File: src/rtl/assert_macros.svh
// assertion macros included by the top-level rtl file
`ifndef ASSERT_MACROS_SVH
`define ASSERT_MACROS_SVH

// checked on every edge, reset included
`define ASSERT_ALWAYS(lbl, prop, msg) \
  lbl: assert property (@(posedge clk_i) prop) else $error(msg);

// checked only while out of reset
`define ASSERT_CLK(lbl, prop, msg) \
  lbl: assert property (@(posedge clk_i) disable iff (!rst_ni) prop) else $error(msg);

`endif

File: src/rtl/osset_pkg.sv
// shared types and constants of the order-statistic sorted set
`timescale 1ns / 1ps

package osset_pkg;

  localparam int unsigned CAPACITY_DEF = 64;
  localparam int unsigned KEY_BITS_DEF = 32;

  localparam int unsigned CMD_W    = 3;
  localparam int unsigned KEY_W    = 32;
  localparam int unsigned RANK_W   = 6;
  localparam int unsigned STATUS_W = 2;
  localparam int unsigned COUNT_W  = 7;

  typedef enum logic [CMD_W-1:0] {
    CMD_INSERT = 3'd0,
    CMD_ERASE  = 3'd1,
    CMD_FIND   = 3'd2,
    CMD_SELECT = 3'd3,
    CMD_CLEAR  = 3'd4
  } cmd_e;

  typedef enum logic [STATUS_W-1:0] {
    STATUS_DONE      = 2'd0,
    STATUS_NO_EFFECT = 2'd1,
    STATUS_FULL      = 2'd2
  } status_e;

  // result of the shared key comparator
  typedef struct packed {
    logic lt;
    logic eq;
  } cmp_t;

endpackage

File: src/rtl/osset_cmp.sv
// shared key comparator: stored key against command key
`timescale 1ns / 1ps

module osset_cmp #(
  parameter int unsigned KEY_BITS = osset_pkg::KEY_BITS_DEF
) (
  input  logic [KEY_BITS-1:0] stored_i,
  input  logic [KEY_BITS-1:0] key_i,
  output osset_pkg::cmp_t     cmp_o
);
  import osset_pkg::*;

  assign cmp_o.lt = (stored_i < key_i);
  assign cmp_o.eq = (stored_i == key_i);

endmodule

File: src/rtl/order_statistic_sorted_set_top.sv
// top level of the order-statistic sorted set
`timescale 1ns / 1ps

// Sorted set of up to CAPACITY distinct unsigned keys (low KEY_BITS bits of key_i) held in
// ascending order in a single-port-read, single-port-write memory, plus a count of keys held.
// One command beat in gives exactly one result beat out: insert, erase, find rank of key,
// select key at rank, or clear. Status 0 is done, 1 is no effect (duplicate insert, absent
// key, rank beyond count, unknown command) and 2 is store full. found_key is only nonzero for
// a successful select, found_rank only for a successful find, key_count is the count after
// the command. The block takes one command at a time: in_ready_o is high only while the
// sequencer is idle. Clear and unknown commands go straight to the hand-off state; a select
// with a rank below the count first reads its entry. Insert, erase and find first scan the
// memory upward from entry 0, one entry per cycle through one shared comparator, until the
// first key not below the command key (position p); insert then moves the entries at p and
// above up by one and erase moves the entries above p down by one, again one entry per cycle
// through the memory port. The result sits in an output register, so the next command can
// be accepted while the previous result still waits for out_ready_i. No clearing pass is
// needed after reset: only entries below the count are ever read.
module order_statistic_sorted_set_top #(
  parameter int unsigned CAPACITY = osset_pkg::CAPACITY_DEF,
  parameter int unsigned KEY_BITS = osset_pkg::KEY_BITS_DEF
) (
  input  logic                          clk_i,
  input  logic                          rst_ni,
  input  logic                          in_valid_i,
  output logic                          in_ready_o,
  input  logic [osset_pkg::CMD_W-1:0]   command_i,
  input  logic [osset_pkg::KEY_W-1:0]   key_i,
  input  logic [osset_pkg::RANK_W-1:0]  rank_i,
  output logic                          out_valid_o,
  input  logic                          out_ready_i,
  output logic [osset_pkg::STATUS_W-1:0] status_o,
  output logic [osset_pkg::KEY_W-1:0]   found_key_o,
  output logic [osset_pkg::RANK_W-1:0]  found_rank_o,
  output logic [osset_pkg::COUNT_W-1:0] key_count_o
);
  import osset_pkg::*;

  `include "assert_macros.svh"

  localparam int unsigned IDX = $clog2(CAPACITY);
  localparam int unsigned CW  = $clog2(CAPACITY + 1);
  localparam int unsigned CWX = CW + 1;

  typedef enum logic [2:0] {
    ST_IDLE,    // waiting for a command beat
    ST_SCAN,    // linear search for the lower bound
    ST_DECIDE,  // act on position and hit
    ST_ERA,     // erase: move entries down by one
    ST_INS,     // insert: move entries up by one
    ST_PUT,     // insert: write the new key
    ST_SEL,     // select: read data returns
    ST_DONE     // hand result to the output register
  } state_e;

  state_e                 state_q, state_d;
  logic [CMD_W-1:0]       cmd_q, cmd_d;
  logic [KEY_BITS-1:0]    key_q, key_d;
  logic [CW-1:0]          p_q, p_d;        // lower-bound position
  logic                   hit_q, hit_d;
  logic [CW-1:0]          i_q, i_d;        // shift write pointer
  logic [CW-1:0]          count_q, count_d;

  logic [STATUS_W-1:0]    res_status_q, res_status_d;
  logic [KEY_W-1:0]       res_key_q, res_key_d;
  logic [RANK_W-1:0]      res_rank_q, res_rank_d;

  logic                   out_valid_q, out_valid_d;
  logic [STATUS_W-1:0]    out_status_q, out_status_d;
  logic [KEY_W-1:0]       out_key_q, out_key_d;
  logic [RANK_W-1:0]      out_rank_q, out_rank_d;
  logic [COUNT_W-1:0]     out_count_q, out_count_d;

  // key memory, one read and one write port, registered read data
  logic [KEY_BITS-1:0]    mem_q [CAPACITY];
  logic [KEY_BITS-1:0]    rd_data_q;
  logic                   rd_en;
  logic [IDX-1:0]         rd_addr;
  logic                   wr_en;
  logic [IDX-1:0]         wr_addr;
  logic [KEY_BITS-1:0]    wr_data;

  logic [63:0]            key_ext;
  logic [KEY_BITS-1:0]    key_in;
  logic [63:0]            rd_ext;
  logic                   in_fire;
  logic                   slot_free;
  cmp_t                   cmp;

  // only the low KEY_BITS of the key port take part
  assign key_ext = 64'(key_i);
  assign key_in  = key_ext[KEY_BITS-1:0];
  assign rd_ext  = 64'(rd_data_q);

  assign in_ready_o = (state_q == ST_IDLE);
  assign in_fire    = in_valid_i && in_ready_o;
  // output register is free now or frees at this edge
  assign slot_free  = !out_valid_q || out_ready_i;

  osset_cmp #(
    .KEY_BITS (KEY_BITS)
  ) u_cmp (
    .stored_i (rd_data_q),
    .key_i    (key_q),
    .cmp_o    (cmp)
  );

  // sequencer next state and memory control
  always_comb begin
    state_d      = state_q;
    cmd_d        = cmd_q;
    key_d        = key_q;
    p_d          = p_q;
    hit_d        = hit_q;
    i_d          = i_q;
    count_d      = count_q;
    res_status_d = res_status_q;
    res_key_d    = res_key_q;
    res_rank_d   = res_rank_q;
    out_valid_d  = out_valid_q && !out_ready_i;
    out_status_d = out_status_q;
    out_key_d    = out_key_q;
    out_rank_d   = out_rank_q;
    out_count_d  = out_count_q;
    rd_en        = 1'b0;
    rd_addr      = '0;
    wr_en        = 1'b0;
    wr_addr      = '0;
    wr_data      = key_q;

    case (state_q)
      ST_IDLE: begin
        if (in_fire) begin
          cmd_d        = command_i;
          key_d        = key_in;
          p_d          = '0;
          hit_d        = 1'b0;
          res_status_d = STATUS_NO_EFFECT;
          res_key_d    = '0;
          res_rank_d   = '0;
          case (command_i)
            CMD_INSERT, CMD_ERASE, CMD_FIND: begin
              if (count_q == '0) begin
                state_d = ST_DECIDE;
              end else begin
                rd_en   = 1'b1;
                rd_addr = '0;
                state_d = ST_SCAN;
              end
            end
            CMD_SELECT: begin
              if (32'(rank_i) < 32'(count_q)) begin
                rd_en   = 1'b1;
                rd_addr = IDX'(rank_i);
                state_d = ST_SEL;
              end else begin
                state_d = ST_DONE;
              end
            end
            CMD_CLEAR: begin
              count_d      = '0;
              res_status_d = STATUS_DONE;
              state_d      = ST_DONE;
            end
            default: begin
              state_d = ST_DONE;
            end
          endcase
        end
      end

      ST_SCAN: begin
        if (cmp.lt) begin
          if (CWX'(p_q) + CWX'(1) < CWX'(count_q)) begin
            p_d     = p_q + CW'(1);
            rd_en   = 1'b1;
            rd_addr = IDX'(p_q + CW'(1));
          end else begin
            p_d     = count_q;
            hit_d   = 1'b0;
            state_d = ST_DECIDE;
          end
        end else begin
          hit_d   = cmp.eq;
          state_d = ST_DECIDE;
        end
      end

      ST_DECIDE: begin
        state_d = ST_DONE;
        case (cmd_q)
          CMD_FIND: begin
            if (hit_q) begin
              res_status_d = STATUS_DONE;
              res_rank_d   = RANK_W'(p_q);
            end
          end
          CMD_ERASE: begin
            if (hit_q) begin
              if (CWX'(p_q) + CWX'(1) == CWX'(count_q)) begin
                // last entry goes, nothing to move
                count_d      = count_q - CW'(1);
                res_status_d = STATUS_DONE;
              end else begin
                rd_en   = 1'b1;
                rd_addr = IDX'(p_q + CW'(1));
                i_d     = p_q;
                state_d = ST_ERA;
              end
            end
          end
          CMD_INSERT: begin
            if (hit_q) begin
              res_status_d = STATUS_NO_EFFECT;
            end else if (CWX'(count_q) >= CWX'(CAPACITY)) begin
              res_status_d = STATUS_FULL;
            end else if (p_q == count_q) begin
              // new largest key, append
              wr_en        = 1'b1;
              wr_addr      = IDX'(p_q);
              wr_data      = key_q;
              count_d      = count_q + CW'(1);
              res_status_d = STATUS_DONE;
            end else begin
              rd_en   = 1'b1;
              rd_addr = IDX'(count_q - CW'(1));
              i_d     = count_q;
              state_d = ST_INS;
            end
          end
          default: begin
          end
        endcase
      end

      ST_ERA: begin
        wr_en   = 1'b1;
        wr_addr = IDX'(i_q);
        wr_data = rd_data_q;
        if (CWX'(i_q) + CWX'(2) < CWX'(count_q)) begin
          rd_en   = 1'b1;
          rd_addr = IDX'(i_q + CW'(2));
          i_d     = i_q + CW'(1);
        end else begin
          count_d      = count_q - CW'(1);
          res_status_d = STATUS_DONE;
          state_d      = ST_DONE;
        end
      end

      ST_INS: begin
        wr_en   = 1'b1;
        wr_addr = IDX'(i_q);
        wr_data = rd_data_q;
        if (i_q - CW'(1) == p_q) begin
          state_d = ST_PUT;
        end else begin
          rd_en   = 1'b1;
          rd_addr = IDX'(i_q - CW'(2));
          i_d     = i_q - CW'(1);
        end
      end

      ST_PUT: begin
        wr_en        = 1'b1;
        wr_addr      = IDX'(p_q);
        wr_data      = key_q;
        count_d      = count_q + CW'(1);
        res_status_d = STATUS_DONE;
        state_d      = ST_DONE;
      end

      ST_SEL: begin
        res_key_d    = rd_ext[KEY_W-1:0];
        res_status_d = STATUS_DONE;
        state_d      = ST_DONE;
      end

      ST_DONE: begin
        if (slot_free) begin
          out_valid_d  = 1'b1;
          out_status_d = res_status_q;
          out_key_d    = res_key_q;
          out_rank_d   = res_rank_q;
          out_count_d  = COUNT_W'(count_q);
          state_d      = ST_IDLE;
        end
      end

      default: begin
        state_d = ST_IDLE;
      end
    endcase
  end

  // sequencer state and registered outputs
  always_ff @(posedge clk_i or negedge rst_ni) begin
    if (!rst_ni) begin
      state_q      <= ST_IDLE;
      cmd_q        <= '0;
      key_q        <= '0;
      p_q          <= '0;
      hit_q        <= 1'b0;
      i_q          <= '0;
      count_q      <= '0;
      res_status_q <= '0;
      res_key_q    <= '0;
      res_rank_q   <= '0;
      out_valid_q  <= 1'b0;
      out_status_q <= '0;
      out_key_q    <= '0;
      out_rank_q   <= '0;
      out_count_q  <= '0;
    end else begin
      state_q      <= state_d;
      cmd_q        <= cmd_d;
      key_q        <= key_d;
      p_q          <= p_d;
      hit_q        <= hit_d;
      i_q          <= i_d;
      count_q      <= count_d;
      res_status_q <= res_status_d;
      res_key_q    <= res_key_d;
      res_rank_q   <= res_rank_d;
      out_valid_q  <= out_valid_d;
      out_status_q <= out_status_d;
      out_key_q    <= out_key_d;
      out_rank_q   <= out_rank_d;
      out_count_q  <= out_count_d;
    end
  end

  // key memory
  always_ff @(posedge clk_i) begin
    if (wr_en) begin
      mem_q[wr_addr] <= wr_data;
    end
    if (rd_en) begin
      rd_data_q <= mem_q[rd_addr];
    end
  end

  assign out_valid_o  = out_valid_q;
  assign status_o     = out_status_q;
  assign found_key_o  = out_key_q;
  assign found_rank_o = out_rank_q;
  assign key_count_o  = out_count_q;

  // count never passes the store size
  `ASSERT_CLK(a_count_bound, CWX'(count_q) <= CWX'(CAPACITY), "key count above capacity")
  // count moves by one per command or drops to zero on clear
  `ASSERT_CLK(a_count_step, (count_q != $past(count_q)) |-> (count_q == $past(count_q) + CW'(1) || count_q == $past(count_q) - CW'(1) || count_q == '0), "key count jumped")
  // one command at a time
  `ASSERT_CLK(a_busy_after_accept, (in_valid_i && in_ready_o) |=> !in_ready_o, "ready right after a command beat")
  // a result beat only appears from the hand-off state
  `ASSERT_CLK(a_out_from_done, $rose(out_valid_q) |-> $past(state_q == ST_DONE), "result beat without a finished command")

endmodule
File: config.mk
export PLATFORM = sky130hd
export DESIGN_NAME = order_statistic_sorted_set_top
export DESIGN_NICKNAME = d
export VERILOG_FILES = /design/src/rtl/osset_pkg.sv /design/src/rtl/osset_cmp.sv /design/src/rtl/order_statistic_sorted_set_top.sv
export VERILOG_INCLUDE_DIRS = /design/src /design/src/rtl
export SDC_FILE = /design/constraint.sdc
export NUM_CORES = 2
export LEC_CHECK = 0
export BUFFER_PORTS_ARGS = -buffer_cell sky130_fd_sc_hd__buf_4
export CAP_MARGIN = 5
export CELL_PAD_IN_SITES_DETAIL_PLACEMENT = 0
export CELL_PAD_IN_SITES_GLOBAL_PLACEMENT = 2
export CORE_ASPECT_RATIO = 0.8
export CORE_UTILIZATION = 40
export DETAILED_ROUTE_END_ITERATION = 6
export GPL_ROUTABILITY_DRIVEN = 0
export PLACE_DENSITY_LB_ADDON = 0.08
export SKIP_LAST_GASP = 1
export SLEW_MARGIN = 20
export SYNTH_ARGS = -nofsm -noshare
export SYNTH_HDL_FRONTEND = slang
export SYNTH_SLANG_ARGS = --single-unit
File: constraint.sdc
create_clock -name clk_i -period 6.2 [get_ports clk_i]
set_clock_uncertainty 0.2 [all_clocks]
set_input_delay 1.86 -clock clk_i [delete_from_list [all_inputs] [get_ports clk_i]]
set_output_delay 1.86 -clock clk_i [all_outputs]
set_load 0.01 [all_outputs]
# [Yosys cells after proc, flatten, opt, wreduce, memory -nomap -nowiden]
# Memories as Yosys holds them, arrays and structs flattened. A register that Yosys moved wholly into a read port is not among the register bits.
# Index checks and enable logic that the tools add are counted.
[word_totals] register_bits=148 latch_bits=0 ramBits=2048 rom_bits=0 in_bits=45 wordCells=202 mem_count=1
[op_classes] add_sub_neg=9 multipliers=0 n_div=0 n_lt_le_gt_ge=5 n_eq_ne=39 shifts=0 muxes=104 bitwise_logic=0 reduce_logical=29
[memory_table] memory="mem_q" words=64 width=32 read_ports=1 rd_clocked_by_memory_dff=1 wr=1 line="order_statistic_sorted_set_top.sv:75" source="logic [KEY_BITS-1:0] mem_q [CAPACITY];"
[op_table] op="$mux W7" count=18
[op_table] op="$mux W6" count=19
[op_table] op="$mux W32" count=2
[op_table] op="$pmux W32 S2" count=1
[op_table] op="$pmux W7 S2" count=3
[op_table] op="$eq A32 B32 Y1" count=1
[op_table] op="$lt A32 B32 Y1" count=1
[op_table] op="$pmux W6 S5" count=1
[op_table] op="$pmux W7 S4" count=1
[op_table] op="$ne A3 B3 Y1 const B" count=9
[op_table] op="$mux W1" count=25
[op_table] op="$mux W2" count=12
[op_table] op="$mux W3" count=8
[op_table] op="$pmux W6 S2" count=2
[op_table] op="$add A7 B1 Y7 const B" count=3
[op_table] op="$pmux W3 S7" count=1
[op_table] op="$pmux W7 S3" count=1
[op_table] op="$pmux W6 S3" count=1
[op_table] op="$lt A8 B7 Y1" count=2
[op_table] op="$eq A3 B2 Y1 const B" count=5
[op_table] op="$eq A3 B3 Y1 const B" count=5
[op_table] op="$eq A7 B7 Y1" count=2
[op_table] op="$ne A2 B2 Y1 const B" count=7
[op_table] op="$sub A7 B1 Y7 const B" count=2
[op_table] op="other kinds (34)" count=54

# [Depth between registers and ports, before layout]
[depth] ltp_word=8 mapped_depth=23 ltp_nobuf=16

# [Hierarchy]
# Synthesis repeated with hierarchy kept, for this count alone.
[hier_totals] cells_unflattened=7102 area_unflattened_um2=91225.0
[modules_own_cells] mod="order_statistic_sorted_set_top" n_inst=1 cells_per_inst=6987 area_each_um2=90413.0
[modules_own_cells] mod="osset_cmp" n_inst=1 cells_per_inst=115 area_each_um2=812.0

# [Worst setup path before layout]
# No wires, ideal clock.
[synth_timing] path_kind="input to register" from="in rank_i[2] in the netlist's numbering" to="reg rd_data_q[28] (read register of mem_q) (data pin)" setup_time_ns=0.256 arrival_ns=4.635 required_time_ns=5.744 path_slack_ns=1.110 cell_stages=17 path_buffers=5 path_cell_list="ha_1 -> a211oi_1 -> o21ai_1 -> a2111oi_4 -> a32oi_1 -> o211a_4 -> and2_1 -> buf_6 -> buf_8 -> buf_4 -> buf_2 -> buf_2 -> nand2_1 -> nand3_1 -> nand3_1 -> nand4_1 -> o211a_1"
[synth_between] elab_chain_cells=5 elab_cells_between_ends=9 cone_classes="order compare: 1; mux: 8"
[synth_lines] item="start, declared" line="order_statistic_sorted_set_top.sv:29" source="input logic [osset_pkg::RANK_W-1:0] rank_i,"
[synth_lines] item="$lt A6 B7 Y1" line="order_statistic_sorted_set_top.sv:152" source="if (32'(rank_i) < 32'(count_q)) begin"
[synth_lines] item="$mux W1 or $mux W6 (tied branches)" line="order_statistic_sorted_set_top.sv:152"
[synth_lines] item="$pmux W1 S2 or $mux W6 (tied branches)"
[synth_lines] item="$mux W1 or $mux W6 (tied branches)" line="order_statistic_sorted_set_top.sv:133" source="if (in_fire) begin"
[synth_lines] item="$pmux W1 S5 or $pmux W6 S5 (tied branches)" line="order_statistic_sorted_set_top.sv:131" source="case (state_q)"
[synth_lines] item="end, declared" line="order_statistic_sorted_set_top.sv:76" source="logic [KEY_BITS-1:0] rd_data_q;"
# Parallel ways exist; a longest one is shown, timed or not.
# A chain may end at the register's enable or synchronous reset.

# [Worst setup path after layout]
[layout_timing] from="reg p_q[1]" to="reg rd_data_q[2] (read register of mem_q) (data pin)"
[layout_between] elab_chain_cells=6 elab_cells_between_ends=26 cone_classes="add/sub: 2; order compare: 1; eq/ne: 3; mux: 20"
[layout_lines] item="start, declared" line="order_statistic_sorted_set_top.sv:59" source="logic [CW-1:0] p_q, p_d;"
[layout_lines] item="start signal, assigned" line="order_statistic_sorted_set_top.sv:318" source="p_q <= p_d;"
[layout_lines] item="parallel branches: the longest is 6 deep, another holds $add A7 B1 Y8"
# Several ways; the timed one is not identified.

==> run summary <==
status: complete, no violations
HPWL after DPL: 197000 um
Min-Delay Path Depth: 2
largest net degree at the start of global routing: 92
area grow syn2layout: 19.5%
worst slack, placed: -0.654 ns
Setup Buffers After CTS: 0
total CTS buffers: 234
final WL: 317000 um
Slowest-stage cell, CP: or4_1
Crit Path Class: register to register
CP bufs+invs: 5
Max-slew headroom: 0.221
setup ws final: 0.221 ns
CP Launch Type: register
vias in the first global route: 55300
Setup violations, final: 0
Worst Path Required: 6.75 ns
First-pass DRT Iterations: 6
Synth Area in Compound Gates: 0.0670
Fin. Hold Viols: 0
post-layout total power: 64.9 mW
Seq pwr share: 0.344
f_max: 167 MHz
grt total ovfl: 0
DRC viols: 0
clk_lat worst skew: 0.91 ns
Post-synth EDFFs: 2080
Clk pin slew, worst setup/hold paths: 0.07 ns
Clk network pwr share: 0.212
Yosys cell types: 84
DR vias: 58200
First DRT Iteration DRCs: 6796
fin crit period: 5.98 ns
Simple-Gate Fraction of Synth Area: 0.112
drt wl/cell: 31.3 um
sequential-to-total area share from yosys stat: 0.739
Die Ht: 425 um
crit end category: register
RSZ-0062 raised after global routing: yes
layout cell share with drive strength beyond 1: 0.173
Antenna Nets Post-Route: 0
Total GRT Usage: 0.279
Switching Fraction: 0.409
setup_tns: 0 ns
syn avg cell area: 14.0 um^2
ys flop type: edfxtp_1
number of max-cap violations: 0
warnings from Yosys: 0
clk buf depth: 4
io pins: 94
CP peak stage delay: 0.75 ns
leakage dissipation: 38.7 nW
row cnt: 154
Finished Core Util: 0.483
critical path depth in cells: 19
most used cell, CP: buf_4
CP delay by family, top: simple AND/OR/NAND/NOR gates
nets@finish: 7069
Die ar.: 226000 um^2
CP cell instances: nand2_1 > nor2_1 > xnor2_1 > inv_1 > ha_1 > a21o_1 > a21oi_1 > nand4b_1 > or4_1 > and2_4 > buf_12 > buf_4 > buf_4 > mux2i_1 > a32oi_1 > o21ai_0 > buf_4 > a32oi_1 > and4_1
post-synthesis async set-or-reset flop share: 0.0664
Die X: 531 um
Adder-Cell Fraction of Synth Area: 0.00796
Pins Over Slew Limit: 0
clock sink total: 2228
final worst-path cycle share: 0.964
Yosys reg bits: 2228
Syn Inst Count: 6387
main combinational cell family by area after synthesis: simple AND/OR/NAND/NOR gates
VDD IR-drop max: 0.424 mV
Mapped Area: 89600 um^2
H-tree depth: 4
CTS tree: built
global-route wire length before repair: 441000 um
Port Buffer Count: 93
PD cells: 607 nW/um^2
drt via density: 5.75
post-synthesis mux area share: 0.0457
syn nets: 6489
internal power: 38.4 mW
Post-Synth XOR/XNOR Area: 0.00339
crit-path max FO: 18
hold crit path type: register to register
crit path DAT: 6.53 ns
Core ar.: 221000 um^2
Psw: 26.5 mW
Comb power frac: 0.445
Worst-Margin Slew: 1.17 ns
clk root buf: clkbuf_16
initial antenna violation count: 24
Starting Density: 0.405
reg2reg path depth: 19
-- registers in the layout (all words and copies together), names as in the netlist, 2 cells and up --
register      count
res_status_q      2
count_q           7
found_key_o      32
state_q           3
found_rank_o      6
rd_data_q        32
p_q               7
res_rank_q        6
cmd_q             3
res_key_q        32
status_o          2
key_count_o       7
key_q            32
mem_q          2048
i_q               7
-- stage by stage --
stage / hold slack [ns] / instances / area, um^2
2_1_floorplan: 0.244 / 6387 / 89600
3_3_place_gp: 0.269 / 9683 / 99400
3_5_place_dp: 0.277 / 9692 / 99600
4_1_cts: 0.290 / 10100 / 107000
5_1_grt: 0.313 / 10100 / 107000
6_report: 0.282 / 10100 / 107000
-- final timing paths --
| check | endpoint | startpoint | slack, ns |
|---|---|---|---|
| max reg2reg | rd_data_q[2] | p_q[1] | 0.22 |
| min reg2reg | res_status_q[0] | res_status_q[0] | 0.28 |
| min in group asynchronous | i_q[4] | rst_ni | 0.86 |
| max in group asynchronous | key_q[12] | rst_ni | 4.04 |
| max | rd_data_q[2] | p_q[1] | 0.22 |
| min | res_status_q[0] | res_status_q[0] | 0.28 |
-- cell usage in the layout, fill, tap and decap left out, types with 12 or more instances in the layout --
cell       count
edfxtp_1    2080
nand2_1     1563
buf_4        604
nand3_1      496
mux2i_1      355
clkbuf_16    239
a32oi_1      237
dfrtp_1      148
a31oi_1      138
buf_12       132
a21oi_1      109
o21ai_0      109
nor2_4        71
clkbuf_1      70
ha_1          57
nor2_1        54
clkinv_1      54
inv_1         52
nand4_1       51
mux2_2        48
a22oi_1       34
o21ai_4       32
nor3_1        27
a221oi_1      25
clkinv_2      23
and3_1        21
a211oi_1      21
bufinv_16     21
o22ai_1       19
xnor2_1       17
xor2_1        15
diode_2       14
a311oi_1      12
-- worst reg2reg max path, delay by kind of cell (launching register included) --
kind	cells	cell delay, ns
xor+xnor	1	0.22
compound gates	5	1.50
mux	1	0.13
buf+inv	5	0.92
simple gates	6	2.09
flops	1	0.49
fa+ha+maj	1	0.30
-- routing by layer --
| layer | up-vias | part of all wire | GRT usage |
|---|---|---|---|
| met2 | 2304 | 0.43 | 0.405 |
| met3 | 375 | 0.082 | 0.0511 |
| met1 | 30300 | 0.47 | 0.430 |
| met5 | - | 0.000095 | 0 |
| li1 | 25300 | - | - |
| met4 | 4 | 0.022 | 0.0637 |
-- layout make-up --
class / instances / area [um^2]
fillers: 19200 / 114000
flip-flops and latches: 2228 / 66200
multi-input cells: 3703 / 22200
repair buffers: 747 / 7460
clock buffers: 310 / 6260
well taps: 2964 / 3710
clock inverters: 104 / 1000
inverters: 53 / 199
diodes: 14 / 35.0
-- synthesized netlist by cell type, drive strengths merged (51+ instances only) --
library cell  count  area, um^2
nor2            126         485
edfxtp         2080       62500
nand4            51         319
o21ai           143         716
a32oi           237        2080
inv              53         199
dfrtp           148        3700
clkbuf          133         499
nand3           497        2490
buf             270        1550
mux2i           355        3550
ha               57         713
a31oi           138         863
a21oi           111         559
nand2          1568        5900
-- power groups by stage --
stage	registers, mW	logic, mW	clock network [mW]
3_5_place_dp	22.6	28.5	0
3_3_place_gp	22.6	28.0	0
5_1_grt	22.4	30.3	14.5
6_report	22.3	28.9	13.7
4_1_cts	22.3	28.5	14.0
2_1_floorplan	22.8	13.0	0
-- cells by family after synthesis --
kind of cell,Yosys count
adder cells (fa/ha/maj),57
AND/OR/NAND/NOR,2370
XOR/XNOR,33
buffers and inverters,456
flip-flops,2228
multiplexers,403
AO/OA/AOI/OAI,840
-- repair_timing --
item                                    CTS  global route
resized for setup                         0             2
hold buffers                              0             0
endpoints found under the setup margin    0             2
Note: power is estimated with default switching activity, not from simulation.
